<file path="config.mk">
export PLATFORM = sky130hd
export DESIGN_NAME = sine_degrees_taylor
export DESIGN_NICKNAME = d
export VERILOG_FILES = /design/src/design/sdt_pkg.sv /design/src/design/sine_degrees_taylor.sv
export SDC_FILE = /design/constraint.sdc
export NUM_CORES = 2
export LEC_CHECK = 0
export BUFFER_PORTS_ARGS = -buffer_cell sky130_fd_sc_hd__buf_2
export CAP_MARGIN = 15
export CORE_MARGIN = 3
export CORE_UTILIZATION = 65
export DETAILED_ROUTE_END_ITERATION = 10
export PLACE_DENSITY = 0.82
export SLEW_MARGIN = 10
export SYNTH_ARGS = -nofsm -noshare
export SYNTH_HDL_FRONTEND = slang
export SYNTH_SLANG_ARGS = --single-unit
</file>
<file path="constraint.sdc">
create_clock -name clk_i -period 42.2 [get_ports clk_i]
set_clock_uncertainty 0.05 [all_clocks]
set_input_delay 10.55 -clock clk_i [delete_from_list [all_inputs] [get_ports clk_i]]
set_output_delay 10.55 -clock clk_i [all_outputs]
set_load 0.005 [all_outputs]
</file>
<file path="src/design/sdt_pkg.sv">
// ----------------------------------------------------------------------------
// sdt_pkg: constants and types for the degree-input sine unit
// Fixed-point formats, datapath widths and folding constants.
// ----------------------------------------------------------------------------
package sdt_pkg;

  // Datapath widths
  localparam int unsigned VAL_W     = 48;  // x, x^2 and term magnitudes, Q8.40
  localparam int unsigned OPND_W    = 64;  // multiplier operand, two 32-bit halves
  localparam int unsigned HALF_W    = 32;
  localparam int unsigned PROD_W    = 96;  // full product
  localparam int unsigned NUM_W     = 56;  // divider numerator / quotient
  localparam int unsigned ACC_W     = 52;  // signed series sum, Q12.40
  localparam int unsigned DIV_BITS  = 8;   // quotient bits per divider cycle
  localparam int unsigned DIV_STEPS = NUM_W / DIV_BITS;
  localparam int unsigned RED_STEPS = 7;   // quotient of a turn fold stays below 128

  // Folding and scaling constants
  localparam logic [31:0] FULL_TURN_Q16   = 32'd23592960;   // 360.0 in Q16.16
  localparam logic [31:0] NEG_FOLD_LIMIT  = 32'd4271374336; // 2^32 - 360.0
  localparam logic [63:0] RAD_PER_DEG_Q38 = 64'd4797524517; // pi/180 in Q0.38
  localparam logic [30:0] ONE_Q30         = 31'h4000_0000;

  // What the product in flight is for
  typedef enum logic [1:0] {
    MK_SCALE,
    MK_SQUARE,
    MK_TERM
  } mul_kind_e;

endpackage

</file>
<file path="src/design/sine_degrees_taylor.sv">
// ----------------------------------------------------------------------------
// sine_degrees_taylor: sine of a Q16.16 angle in degrees, result in Q2.30
// Usage:
//   Input channel  in_valid_i / in_ready_o carries angle_deg_i (signed Q16.16).
//   Output channel out_valid_o / out_ready_i carries sine_value_o (signed
//   Q2.30, clamped to +-1.0). One result beat for every input beat.
//   in_ready_o is high only while the sequencer is idle. After an accepted
//   beat the sequencer folds the angle, scales it to radians, squares it and
//   sums the series before the result is valid; a new angle can be taken once
//   it returns to idle. The run time is set by the shared 32x32 multiplier
//   (four partial products per 64-bit product), the radix-256 divider that
//   scales each series term, the turn fold, radian scaling and squaring.
//   The result sits in an output register; a new angle may be accepted while
//   it waits. If the receiver stalls, the finished next result is held in
//   the sequencer until the register frees.
//   Reset (rst_ni low, asynchronous) returns the sequencer to idle and drops
//   any pending result beat.
// ----------------------------------------------------------------------------
module sine_degrees_taylor #(
  parameter int unsigned TERMS = 20
) (
  input  logic               clk_i,
  input  logic               rst_ni,
  input  logic               in_valid_i,
  output logic               in_ready_o,
  input  logic signed [31:0] angle_deg_i,
  output logic               out_valid_o,
  input  logic               out_ready_i,
  output logic signed [31:0] sine_value_o
);

  localparam int unsigned VW   = sdt_pkg::VAL_W;
  localparam int unsigned OW   = sdt_pkg::OPND_W;
  localparam int unsigned HW   = sdt_pkg::HALF_W;
  localparam int unsigned PW   = sdt_pkg::PROD_W;
  localparam int unsigned NW   = sdt_pkg::NUM_W;
  localparam int unsigned AW   = sdt_pkg::ACC_W;
  localparam int unsigned QW   = AW - 10;
  localparam int unsigned IW   = $clog2(TERMS);
  localparam int unsigned KW   = $clog2(2 * TERMS + 2);
  localparam int unsigned DMAX = (2 * TERMS + 1) * (2 * TERMS);
  localparam int unsigned DW   = $clog2(DMAX + 1);

  localparam logic [2:0] ST_IDLE = 3'd0;
  localparam logic [2:0] ST_RED  = 3'd1;
  localparam logic [2:0] ST_MUL  = 3'd2;
  localparam logic [2:0] ST_POST = 3'd3;
  localparam logic [2:0] ST_ACC  = 3'd4;
  localparam logic [2:0] ST_DIV  = 3'd5;
  localparam logic [2:0] ST_FIN  = 3'd6;
  localparam logic [2:0] ST_OUT  = 3'd7;

  localparam logic [2:0] MSTEP_LAST = 3'd4;

  // Control registers
  logic [2:0]          state_q, state_d;
  logic                out_valid_q, out_valid_d;
  logic [2:0]          red_cnt_q, red_cnt_d;
  logic [2:0]          mstep_q, mstep_d;
  logic [2:0]          div_cnt_q, div_cnt_d;
  logic [IW-1:0]       i_q, i_d;
  sdt_pkg::mul_kind_e  kind_q, kind_d;

  // Datapath registers
  logic [31:0]         mag_q, mag_d;
  logic                neg_in_q, neg_in_d;
  logic                big_q, big_d;
  logic [OW-1:0]       a_q, a_d;
  logic [OW-1:0]       b_q, b_d;
  logic [2*HW-1:0]     pp_q, pp_d;
  logic [1:0]          pp_sh_q, pp_sh_d;
  logic [PW-1:0]       prod_q, prod_d;
  logic [VW-1:0]       x_q, x_d;
  logic [VW-1:0]       x2_q, x2_d;
  logic [VW-1:0]       t_q, t_d;
  logic [AW-1:0]       acc_q, acc_d;
  logic                neg_acc_q, neg_acc_d;
  logic [NW-1:0]       num_q, num_d;
  logic [DW-1:0]       rem_q, rem_d;
  logic [KW-1:0]       k_q, k_d;
  logic [DW-1:0]       d_q, d_d;
  logic [31:0]         out_data_q, out_data_d;

  // Combinational helpers
  logic [31:0]         red_sub;
  logic [HW-1:0]       mul_x, mul_y;
  logic [PW-1:0]       pp_aligned;
  logic [PW-1:0]       post_add, post_sum;
  logic [NW-1:0]       dv_num;
  logic [DW-1:0]       dv_rem;
  logic [DW:0]         dv_tmp;
  logic [AW-1:0]       rnd;
  logic [QW-1:0]       q_full;
  logic [30:0]         q_sat;
  logic                neg_out;

  assign in_ready_o   = (state_q == ST_IDLE);
  assign out_valid_o  = out_valid_q;
  assign sine_value_o = out_data_q;

  // Shared multiplier operand select: lo*lo, lo*hi, hi*lo, hi*hi
  assign mul_x   = mstep_q[1] ? a_q[OW-1:HW] : a_q[HW-1:0];
  assign mul_y   = mstep_q[0] ? b_q[OW-1:HW] : b_q[HW-1:0];
  assign red_sub = sdt_pkg::FULL_TURN_Q16 << red_cnt_q;

  always_comb begin
    case (pp_sh_q)
      2'd1:    pp_aligned = PW'(pp_q) << HW;
      2'd2:    pp_aligned = PW'(pp_q) << (2 * HW);
      default: pp_aligned = PW'(pp_q);
    endcase
  end

  // Rounding addend; the divider's half-divisor rides above the Q8.40 point
  always_comb begin
    case (kind_q)
      sdt_pkg::MK_SCALE:  post_add = PW'(1) << 13;
      sdt_pkg::MK_SQUARE: post_add = PW'(1) << 39;
      default:            post_add = (PW'(d_q[DW-1:1]) << 40) | (PW'(1) << 39);
    endcase
    post_sum = prod_q + post_add;
  end

  // Radix-256 restoring division step by the term divisor
  always_comb begin
    dv_num = num_q;
    dv_rem = rem_q;
    dv_tmp = '0;
    for (int b = 0; b < sdt_pkg::DIV_BITS; b++) begin
      dv_tmp = {dv_rem, dv_num[NW-1]};
      dv_num = {dv_num[NW-2:0], 1'b0};
      if (dv_tmp >= {1'b0, d_q}) begin
        dv_tmp    = dv_tmp - {1'b0, d_q};
        dv_num[0] = 1'b1;
      end
      dv_rem = dv_tmp[DW-1:0];
    end
  end

  // Output rounding, clamp and sign
  always_comb begin
    rnd     = acc_q + AW'(512);
    q_full  = rnd[AW-1:10];
    q_sat   = (q_full > QW'(sdt_pkg::ONE_Q30)) ? sdt_pkg::ONE_Q30 : q_full[30:0];
    neg_out = (neg_in_q != neg_acc_q) && (q_sat != '0);
  end

  always_comb begin
    state_d     = state_q;
    out_valid_d = out_valid_q && !out_ready_i;
    red_cnt_d   = red_cnt_q;
    mstep_d     = mstep_q;
    div_cnt_d   = div_cnt_q;
    i_d         = i_q;
    kind_d      = kind_q;
    mag_d       = mag_q;
    neg_in_d    = neg_in_q;
    big_d       = big_q;
    a_d         = a_q;
    b_d         = b_q;
    pp_d        = pp_q;
    pp_sh_d     = pp_sh_q;
    prod_d      = prod_q;
    x_d         = x_q;
    x2_d        = x2_q;
    t_d         = t_q;
    acc_d       = acc_q;
    neg_acc_d   = neg_acc_q;
    num_d       = num_q;
    rem_d       = rem_q;
    k_d         = k_q;
    d_d         = d_q;
    out_data_d  = out_data_q;

    unique case (state_q)
      ST_IDLE: begin
        if (in_valid_i) begin
          neg_in_d  = angle_deg_i[31];
          mag_d     = angle_deg_i[31] ? (~angle_deg_i + 32'd1) : angle_deg_i;
          big_d     = angle_deg_i[31] ? (angle_deg_i < sdt_pkg::NEG_FOLD_LIMIT)
                                      : (angle_deg_i > sdt_pkg::FULL_TURN_Q16);
          red_cnt_d = 3'(sdt_pkg::RED_STEPS - 1);
          state_d   = ST_RED;
        end
      end
      ST_RED: begin
        // drop whole turns only when the magnitude is above one turn
        if (big_q && (mag_q >= red_sub)) begin
          mag_d = mag_q - red_sub;
        end
        red_cnt_d = red_cnt_q - 3'd1;
        if (red_cnt_q == 3'd0) begin
          a_d     = OW'(mag_d);
          b_d     = sdt_pkg::RAD_PER_DEG_Q38;
          kind_d  = sdt_pkg::MK_SCALE;
          mstep_d = 3'd0;
          state_d = ST_MUL;
        end
      end
      ST_MUL: begin
        if (mstep_q != MSTEP_LAST) begin
          pp_d    = mul_x * mul_y;
          pp_sh_d = 2'({1'b0, mstep_q[1]} + {1'b0, mstep_q[0]});
        end
        prod_d  = (mstep_q == 3'd0) ? '0 : (prod_q + pp_aligned);
        mstep_d = mstep_q + 3'd1;
        if (mstep_q == MSTEP_LAST) begin
          state_d = ST_POST;
        end
      end
      ST_POST: begin
        case (kind_q)
          sdt_pkg::MK_SCALE: begin
            x_d     = post_sum[14 +: VW];
            a_d     = OW'(x_d);
            b_d     = OW'(x_d);
            kind_d  = sdt_pkg::MK_SQUARE;
            mstep_d = 3'd0;
            state_d = ST_MUL;
          end
          sdt_pkg::MK_SQUARE: begin
            x2_d    = post_sum[40 +: VW];
            t_d     = x_q;
            acc_d   = '0;
            i_d     = '0;
            k_d     = KW'(3);
            d_d     = DW'(6);
            state_d = ST_ACC;
          end
          default: begin
            num_d     = post_sum[40 +: NW];
            rem_d     = '0;
            div_cnt_d = 3'd0;
            state_d   = ST_DIV;
          end
        endcase
      end
      ST_ACC: begin
        acc_d = i_q[0] ? (acc_q - AW'(t_q)) : (acc_q + AW'(t_q));
        if (i_q == IW'(TERMS - 1)) begin
          state_d = ST_FIN;
        end else begin
          a_d     = OW'(t_q);
          b_d     = OW'(x2_q);
          kind_d  = sdt_pkg::MK_TERM;
          mstep_d = 3'd0;
          state_d = ST_MUL;
        end
      end
      ST_DIV: begin
        num_d     = dv_num;
        rem_d     = dv_rem;
        div_cnt_d = div_cnt_q + 3'd1;
        if (div_cnt_q == 3'(sdt_pkg::DIV_STEPS - 1)) begin
          t_d     = dv_num[VW-1:0];
          i_d     = i_q + IW'(1);
          // next divisor (k+2)(k+1) = k(k-1) + 4k + 2
          d_d     = d_q + DW'({k_q, 2'b10});
          k_d     = k_q + KW'(2);
          state_d = ST_ACC;
        end
      end
      ST_FIN: begin
        neg_acc_d = acc_q[AW-1];
        acc_d     = acc_q[AW-1] ? (~acc_q + AW'(1)) : acc_q;
        state_d   = ST_OUT;
      end
      ST_OUT: begin
        // hold the result until the output register frees
        if (!out_valid_q || out_ready_i) begin
          out_data_d  = neg_out ? (~{1'b0, q_sat} + 32'd1) : {1'b0, q_sat};
          out_valid_d = 1'b1;
          state_d     = ST_IDLE;
        end
      end
      default: begin
        state_d = ST_IDLE;
      end
    endcase
  end

  always_ff @(posedge clk_i or negedge rst_ni) begin
    if (!rst_ni) begin
      state_q     <= ST_IDLE;
      out_valid_q <= 1'b0;
      red_cnt_q   <= '0;
      mstep_q     <= '0;
      div_cnt_q   <= '0;
      i_q         <= '0;
      kind_q      <= sdt_pkg::MK_SCALE;
    end else begin
      state_q     <= state_d;
      out_valid_q <= out_valid_d;
      red_cnt_q   <= red_cnt_d;
      mstep_q     <= mstep_d;
      div_cnt_q   <= div_cnt_d;
      i_q         <= i_d;
      kind_q      <= kind_d;
    end
  end

  always_ff @(posedge clk_i) begin
    mag_q      <= mag_d;
    neg_in_q   <= neg_in_d;
    big_q      <= big_d;
    a_q        <= a_d;
    b_q        <= b_d;
    pp_q       <= pp_d;
    pp_sh_q    <= pp_sh_d;
    prod_q     <= prod_d;
    x_q        <= x_d;
    x2_q       <= x2_d;
    t_q        <= t_d;
    acc_q      <= acc_d;
    neg_acc_q  <= neg_acc_d;
    num_q      <= num_d;
    rem_q      <= rem_d;
    k_q        <= k_d;
    d_q        <= d_d;
    out_data_q <= out_data_d;
  end

  // Assertions
  a_accept_starts_fold: assert property (@(posedge clk_i) disable iff (!rst_ni)
    (in_valid_i && in_ready_o) |=> (state_q == ST_RED))
    else $error("accepted beat did not start the turn fold");

  a_div_rem_below_divisor: assert property (@(posedge clk_i) disable iff (!rst_ni)
    (state_q == ST_DIV) |-> (rem_q < d_q))
    else $error("divider remainder not below divisor");

  a_out_in_range: assert property (@(posedge clk_i) disable iff (!rst_ni)
    out_valid_o |-> ((sine_value_o <= 32'sd1073741824) &&
                     (sine_value_o >= -32'sd1073741824)))
    else $error("result beyond +-1.0");

  a_stall_holds_result: assert property (@(posedge clk_i) disable iff (!rst_ni)
    ((state_q == ST_OUT) && out_valid_o && !out_ready_i) |=> (state_q == ST_OUT))
    else $error("pending result dropped while output stalled");

endmodule
</file>
==> After elaboration in Yosys (flattened, before gate mapping) <==
Index checks and enable logic that the tools add are counted.
{ "classes": {"bitwise_logic": 3, "order_cmp": 12, "multipliers": 1, "n_reduce_logical": 30, "n_eq_ne": 25, "addsub": 24, "shifts": 1, "muxes": 76} }
{ "op_table": {"columns": ["operator", "count"], "rows": [
  ["case mux 64 bit (3 select lines)", 2],
  ["2-to-1 mux 64 bit", 5],
  ["adder 96 bit", 2],
  ["case mux 96 bit (2 select lines)", 1],
  ["2-to-1 mux 32 bit", 5],
  ["2-to-1 mux 52 bit", 3],
  ["case mux 52 bit (3 select lines)", 1],
  ["2-to-1 mux 11 bit", 11],
  ["case mux 56 bit (2 select lines)", 1],
  ["case mux 50 bit (2 select lines)", 1],
  ["greater-or-equal comparator 12 x 11 -> 1 bit", 8],
  ["2-to-1 mux 48 bit", 2],
  ["case mux 48 bit (2 select lines)", 1],
  ["subtractor 11 bit", 8],
  ["adder 32 x 1 -> 32 bit (second input constant)", 2],
  ["multiplier 32 x 32 -> 64 bit", 1],
  ["case mux 32 bit (2 select lines)", 1],
  ["2-to-1 mux 31 bit", 2],
  ["2-to-1 mux 56 bit", 1],
  ["adder 52 x 1 -> 52 bit (second input constant)", 1],
  ["adder 52 x 10 -> 52 bit (second input constant)", 1],
  ["adder 52 x 48 -> 52 bit", 1],
  ["inverter 52 bit", 1],
  ["subtractor 52 x 48 -> 52 bit", 1],
  ["49 further kinds", 109]
]} }
{ "word_totals": {"reg_bits": 657, "out_inout_bits": 34, "input_bits": 36, "wordCells": 199} }

==> Depth between registers and ports, before layout <==
{ "depth": {"depth_word": 18, "depth_mapped": 90, "ltp_nobuf": 85} }

==> Least setup slack after synthesis <==
Ideal clock, no wire load.
{ "synth_path": {"path_type": "reg-to-reg", "start": "register d_q[2]", "end": "register rem_q[10], data pin", "synth_period_minus_slack_ns": 17.546, "path_buffers": 5, "stages_incl_launch_ff": 86, "t_required_ns": 41.895, "arrival_time_ns": 17.241, "setup_time_ns": 0.255, "setup_slack_ns": 24.654, "path_cell_list": "edfxtp_1 -> inv_1 -> ha_1 -> nor2b_1 -> o31a_2 -> o21a_1 -> o31a_1 -> buf_6 -> mux2_2 -> ha_1 -> nor2_1 -> a21oi_1 -> o21ai_0 -> a21o_2 -> nand3_1 -> buf_2 -> mux2_2 -> inv_1 -> [... 50 more ...] -> a211oi_1 -> o21a_1 -> buf_6 -> nand2_1 -> o21a_1 -> ha_1 -> nor2b_1 -> o21ai_0 -> a21boi_0 -> o21ai_0 -> a21oi_1 -> o21ai_0 -> a21boi_0 -> o21ai_0 -> nand3b_1 -> a21o_2 -> o311a_2 -> a31o_1"} }
{ "synth_via": {"elab_chain_len": 17, "elab_cells_between_ends": 25, "cone_classes": "add/sub: 8; order compare: 8; mux: 9"} }
{ "synth_lines": {"columns": ["item", "line_no", "source"], "rows": [
  ["start, declared", "sine_degrees_taylor.sv:81", "logic [DW-1:0] d_q, d_d;"],
  ["start signal, assigned", "sine_degrees_taylor.sv:319", "d_q <= d_d;"],
  ["subtractor 11 bit or greater-or-equal comparator 12 x 11 -> 1 bit (tied branches)", "sine_degrees_taylor.sv:133, sine_degrees_taylor.sv:132", null],
  ["2-to-1 mux 11 bit", "sine_degrees_taylor.sv:132", "if (dv_tmp >= {1'b0, d_q}) begin"],
  ["subtractor 11 bit or greater-or-equal comparator 12 x 11 -> 1 bit (tied branches)", "sine_degrees_taylor.sv:133, sine_degrees_taylor.sv:132", null],
  ["2-to-1 mux 11 bit", "sine_degrees_taylor.sv:132", null],
  ["subtractor 11 bit or greater-or-equal comparator 12 x 11 -> 1 bit (tied branches)", "sine_degrees_taylor.sv:133, sine_degrees_taylor.sv:132", null],
  ["2-to-1 mux 11 bit", "sine_degrees_taylor.sv:132", null],
  ["subtractor 11 bit or greater-or-equal comparator 12 x 11 -> 1 bit (tied branches)", "sine_degrees_taylor.sv:133, sine_degrees_taylor.sv:132", null],
  ["2-to-1 mux 11 bit", "sine_degrees_taylor.sv:132", null],
  ["subtractor 11 bit or greater-or-equal comparator 12 x 11 -> 1 bit (tied branches)", "sine_degrees_taylor.sv:133, sine_degrees_taylor.sv:132", null],
  ["2-to-1 mux 11 bit", "sine_degrees_taylor.sv:132", null],
  ["subtractor 11 bit or greater-or-equal comparator 12 x 11 -> 1 bit (tied branches)", "sine_degrees_taylor.sv:133, sine_degrees_taylor.sv:132", null],
  ["2-to-1 mux 11 bit", "sine_degrees_taylor.sv:132", null],
  ["subtractor 11 bit or greater-or-equal comparator 12 x 11 -> 1 bit (tied branches)", "sine_degrees_taylor.sv:133, sine_degrees_taylor.sv:132", null],
  ["2-to-1 mux 11 bit", "sine_degrees_taylor.sv:132", null],
  ["subtractor 11 bit or greater-or-equal comparator 12 x 11 -> 1 bit (tied branches)", "sine_degrees_taylor.sv:133, sine_degrees_taylor.sv:132", null],
  ["2-to-1 mux 11 bit *", "sine_degrees_taylor.sv:132", null],
  ["case mux 11 bit (2 select lines) *", "sine_degrees_taylor.sv:175", "unique case (state_q)"],
  ["end signal, assigned", "sine_degrees_taylor.sv:317", "rem_q <= rem_d;"],
  ["end, declared", "sine_degrees_taylor.sv:79", "logic [DW-1:0] rem_q, rem_d;"]
]} }
Mark *: on every way between the ends. The rest lies on a longest branch, timed or not.
A chain may end at the register's enable or synchronous reset.

==> Worst setup path in the final report <==
{ "layout_path": {"start": "register d_q[2]", "end": "register rem_q[8], data pin"} }
{ "layout_via": {"elab_chain_len": 17, "elab_cells_between_ends": 25, "cone_classes": "add/sub: 8; order compare: 8; mux: 9"} }
{ "layout_lines": {"columns": ["item", "line_no"], "rows": [
  ["subtractor 11 bit or greater-or-equal comparator 12 x 11 -> 1 bit (tied branches)", "sine_degrees_taylor.sv:133, sine_degrees_taylor.sv:132"],
  ["2-to-1 mux 11 bit", "sine_degrees_taylor.sv:132"],
  ["subtractor 11 bit or greater-or-equal comparator 12 x 11 -> 1 bit (tied branches)", "sine_degrees_taylor.sv:133, sine_degrees_taylor.sv:132"],
  ["2-to-1 mux 11 bit", "sine_degrees_taylor.sv:132"],
  ["subtractor 11 bit or greater-or-equal comparator 12 x 11 -> 1 bit (tied branches)", "sine_degrees_taylor.sv:133, sine_degrees_taylor.sv:132"],
  ["2-to-1 mux 11 bit", "sine_degrees_taylor.sv:132"],
  ["subtractor 11 bit or greater-or-equal comparator 12 x 11 -> 1 bit (tied branches)", "sine_degrees_taylor.sv:133, sine_degrees_taylor.sv:132"],
  ["2-to-1 mux 11 bit", "sine_degrees_taylor.sv:132"],
  ["subtractor 11 bit or greater-or-equal comparator 12 x 11 -> 1 bit (tied branches)", "sine_degrees_taylor.sv:133, sine_degrees_taylor.sv:132"],
  ["2-to-1 mux 11 bit", "sine_degrees_taylor.sv:132"],
  ["subtractor 11 bit or greater-or-equal comparator 12 x 11 -> 1 bit (tied branches)", "sine_degrees_taylor.sv:133, sine_degrees_taylor.sv:132"],
  ["2-to-1 mux 11 bit", "sine_degrees_taylor.sv:132"],
  ["greater-or-equal comparator 12 x 11 -> 1 bit or subtractor 11 bit (tied branches)", "sine_degrees_taylor.sv:132, sine_degrees_taylor.sv:133"],
  ["2-to-1 mux 11 bit", "sine_degrees_taylor.sv:132"],
  ["subtractor 11 bit or greater-or-equal comparator 12 x 11 -> 1 bit (tied branches)", "sine_degrees_taylor.sv:133, sine_degrees_taylor.sv:132"],
  ["2-to-1 mux 11 bit *", "sine_degrees_taylor.sv:132"],
  ["case mux 11 bit (2 select lines) *", "sine_degrees_taylor.sv:175"]
]} }
Marks and branches as above.

==> impl_metrics.json <==
{
  "synth_ff_type": "sky130_fd_sc_hd__edfxtp_1",
  "dominant_combinational_cell_family_by_area_after_synthesis": "adder cells",
  "timing.critical_path.slowest_stage_cell": "sky130_fd_sc_hd__nor4_1",
  "mostFrequentLayoutCell": "sky130_fd_sc_hd__nand2_1",
  "synth_edf_count": 603,
  "rows": 125,
  "synth_area_um2": 76700,
  "grt_max_degree": 84,
  "worst_slew_pin_slew_ns": 1.33,
  "final_nets": 9744,
  "fp.dieW_um": 349,
  "totalNegativeSetupSlack_ns": 0,
  "post_cts_resized": 0,
  "synthSimpleGateAreaFrac_pct": 16.5,
  "report.final.hold_viol_count": 0,
  "rsz_0062_raised_after_global_routing": "no",
  "globalRoute.totalOverflow": 0,
  "drv_cap": 0,
  "cts_sinks": 623,
  "critPathCaptureType": "register",
  "number_of_nets_with_antenna_violations_after_detailed_routing": 0,
  "grt_pass1_vias": 63000,
  "tritoncts.num_buffers": 72,
  "worst_ep_arrival_time_ns": 22.74,
  "drt_iter0_drc": 8421,
  "postSynthRegisterBits": 623,
  "ioPinCount": 70,
  "slew_headroom_pct": 10.6,
  "clk_path_buf_depth": 3,
  "synth_xor_xnor_area_share_pct": 5.79,
  "detailroute.via_count": 63800,
  "placedInstanceArea_um2": 78300,
  "finalHoldWorstSlack_ns": 0.423,
  "htree_num_levels": 3,
  "worst_hold_path_type": "reg -> reg",
  "route.detailed.wl_per_inst_um": 26.0,
  "antenna_found_initial": 14,
  "clock_insertion_delay_worst_skew_ns": 0.66,
  "worst_hold_path.num_cells": 2,
  "cts_tree": "yes",
  "timing.rr.end": "rem_q[8]",
  "synth_mux_area_share_pct": 1.64,
  "timing.hold.worst_endpoint": "t_q[42]",
  "timing.final.setup_violations": 0,
  "final_cell_area_um2": 80600,
  "synth.net_count": 9905,
  "area_share_of_fa_ha_maj_cells_after_synthesis_pct": 32.4,
  "timing.final.crit_period_ns": 22.39,
  "detailed_place_hpwl_um": 197000,
  "path_class": "reg -> reg",
  "synthesis.area_per_instance_um2": 9.10,
  "timing.reg2reg.setup_slack_ns": 19.81,
  "critical_path_fanout_max": 13,
  "cp_common_cell": "sky130_fd_sc_hd__o21ai_0",
  "drt-pass1-iter-count": 6,
  "synth.distinct_cells": 110,
  "cp_data_required_time_ns": 42.55,
  "floorplan.die_area_um2": 122000,
  "r2r-start": "d_q[2]",
  "fmax_mhz": 44.7,
  "initial_core_util_pct": 65.7,
  "yosys_warnings": 0,
  "avgViaCountPerCell": 6.47,
  "core-area_um2": 117000,
  "route.detailed.drc": 0,
  "io_buffers": 69,
  "syn_inst": 8422,
  "hold_buffers": 0,
  "gpl_wtd_cong": 1.09,
  "post_route_cells_drive_above_1_share_pct": 5.58,
  "postRouteWirelength_um": 256000,
  "timing.final.max_slew_violations": 0,
  "first_pass_grt_wire_length_um": 385000,
  "worstHoldStart": "x_q[42]",
  "floorplan.die.height_um": 349,
  "path_clk_slew_ns": 0.06,
  "track_usage_pct": 42.0,
  "final_core_utilization_pct": 69.0,
  "signed_area_change_from_the_synthesized_netlist_to_the_final_layout_pct": 5.07,
  "status": "finished, final reports clean",
  "async_flop_share_pct": 3.21,
  "timing.critical_path.slowest_cell_delay_ns": 0.75,
  "post-cts-setup-buffers": 0,
  "mostFrequentLayoutCells": "sky130_fd_sc_hd__nand2_1 (1340), sky130_fd_sc_hd__inv_1 (1108), sky130_fd_sc_hd__fa_1 (898)",
  "timing.reg2reg.worst_path_depth": 80,
  "ys_seq_area_share_pct": 24.3,
  "cts_root_buffer": "sky130_fd_sc_hd__clkbuf_16",
  "post-route-period-util_pct": 53.1,
  "cp-start-kind": "register",
  "synth-compound-area-share_pct": 12.0
}
flip-flops by register name, summed over array words and instances (netlist names), 48 cells and up:
name / flops
a_q: 48
acc_q: 52
b_q: 48
num_q: 56
pp_q: 64
prod_q: 96
t_q: 48
x2_q: 48
x_q: 48
worst max path at each step:
stage          depth (start not counted)   start  slack, ns   endpoint
2_1_floorplan                         85  d_q[2]      24.65  rem_q[10]
3_3_place_gp                          81  d_q[2]      19.76   rem_q[8]
3_5_place_dp                          80  d_q[2]      19.71   rem_q[8]
4_1_cts                               80  d_q[2]      19.68   rem_q[8]
5_1_grt                               81  d_q[5]      17.78   rem_q[8]
6_report                              80  d_q[2]      19.81   rem_q[8]
through the flow:
stage	setup WS, ns	std cells
floorplan	24.65	8422
global placement	19.76	9708
detailed placement	19.71	9710
CTS	19.68	9841
global route	17.78	9842
finish	19.81	9849
cell type report:
type	instances	area (um2)
Timing Repair Buffer	155	991
Inverter	1114	4180
Fill cell	8768	36100
Tap cell	1524	1910
Multi-Input combinational cell	6295	52600
Antenna cell	7	17.5
Clock inverter	44	397
Clock buffer	87	1880
Sequential cell	623	18600
cell families after synthesis:
| group | count (synthesis) |
|---|---|
| fa+ha+maj | 1447 |
| compound gates | 1384 |
| xor+xnor | 507 |
| simple gates | 2841 |
| mux | 116 |
| flops | 623 |
| buf+inv | 1504 |
cell usage after synthesis (27+ instances only):
master                     instances  area, um2
sky130_fd_sc_hd__a21o_1          175       1310
sky130_fd_sc_hd__nand2_1        1342       5040
sky130_fd_sc_hd__o31ai_1          31        233
sky130_fd_sc_hd__clkbuf_1        332       1250
sky130_fd_sc_hd__nand4_1          76        475
sky130_fd_sc_hd__edfxtp_1        603      18100
sky130_fd_sc_hd__nand2b_1         54        338
sky130_fd_sc_hd__o21ai_0         279       1400
sky130_fd_sc_hd__xnor2_1         312       2730
sky130_fd_sc_hd__buf_1            45        169
sky130_fd_sc_hd__nor2b_1          78        488
sky130_fd_sc_hd__a31oi_1          40        250
sky130_fd_sc_hd__mux2i_1          40        400
sky130_fd_sc_hd__inv_1          1112       4170
sky130_fd_sc_hd__and3_1           60        375
sky130_fd_sc_hd__xor2_1          195       1710
sky130_fd_sc_hd__nor2_1          676       2540
sky130_fd_sc_hd__a211oi_1         27        203
sky130_fd_sc_hd__nor4_1           30        188
sky130_fd_sc_hd__o22ai_1          49        307
sky130_fd_sc_hd__nor3_1          117        586
sky130_fd_sc_hd__o21a_1           85        638
sky130_fd_sc_hd__a21oi_1         337       1690
sky130_fd_sc_hd__o21bai_1         41        308
sky130_fd_sc_hd__and2_1          118        738
sky130_fd_sc_hd__o211ai_1         27        203
sky130_fd_sc_hd__or4_1            33        248
sky130_fd_sc_hd__or2_2            27        169
sky130_fd_sc_hd__mux2_2           76        856
sky130_fd_sc_hd__a22o_1           74        648
sky130_fd_sc_hd__fa_1            898      18000
sky130_fd_sc_hd__ha_1            549       6870
sky130_fd_sc_hd__nand3_1         136        681
critical path, delay by kind of cell, from the launching register on:
family	cells	cell delay, ns
DFF	1	0.40
and+or+nand+nor	18	4.16
muxes	3	1.19
AOI/OAI and AO/OA	49	13.07
buffers and inverters	2	0.50
adders and majority gates	8	2.78
routing by layer:
layer / up-vias / routed length (um) / GRT usage, %
met5: - / 55 / 0
met4: 8 / 15100 / 19.9
met3: 844 / 38500 / 14.0
met2: 4395 / 107000 / 60.8
met1: 30900 / 95200 / 57.1
li1: 27600 / - / -
Power is left out: the tool's default activity adds up to more than one toggle a clock period on the data nets, which glitch-free logic cannot reach.
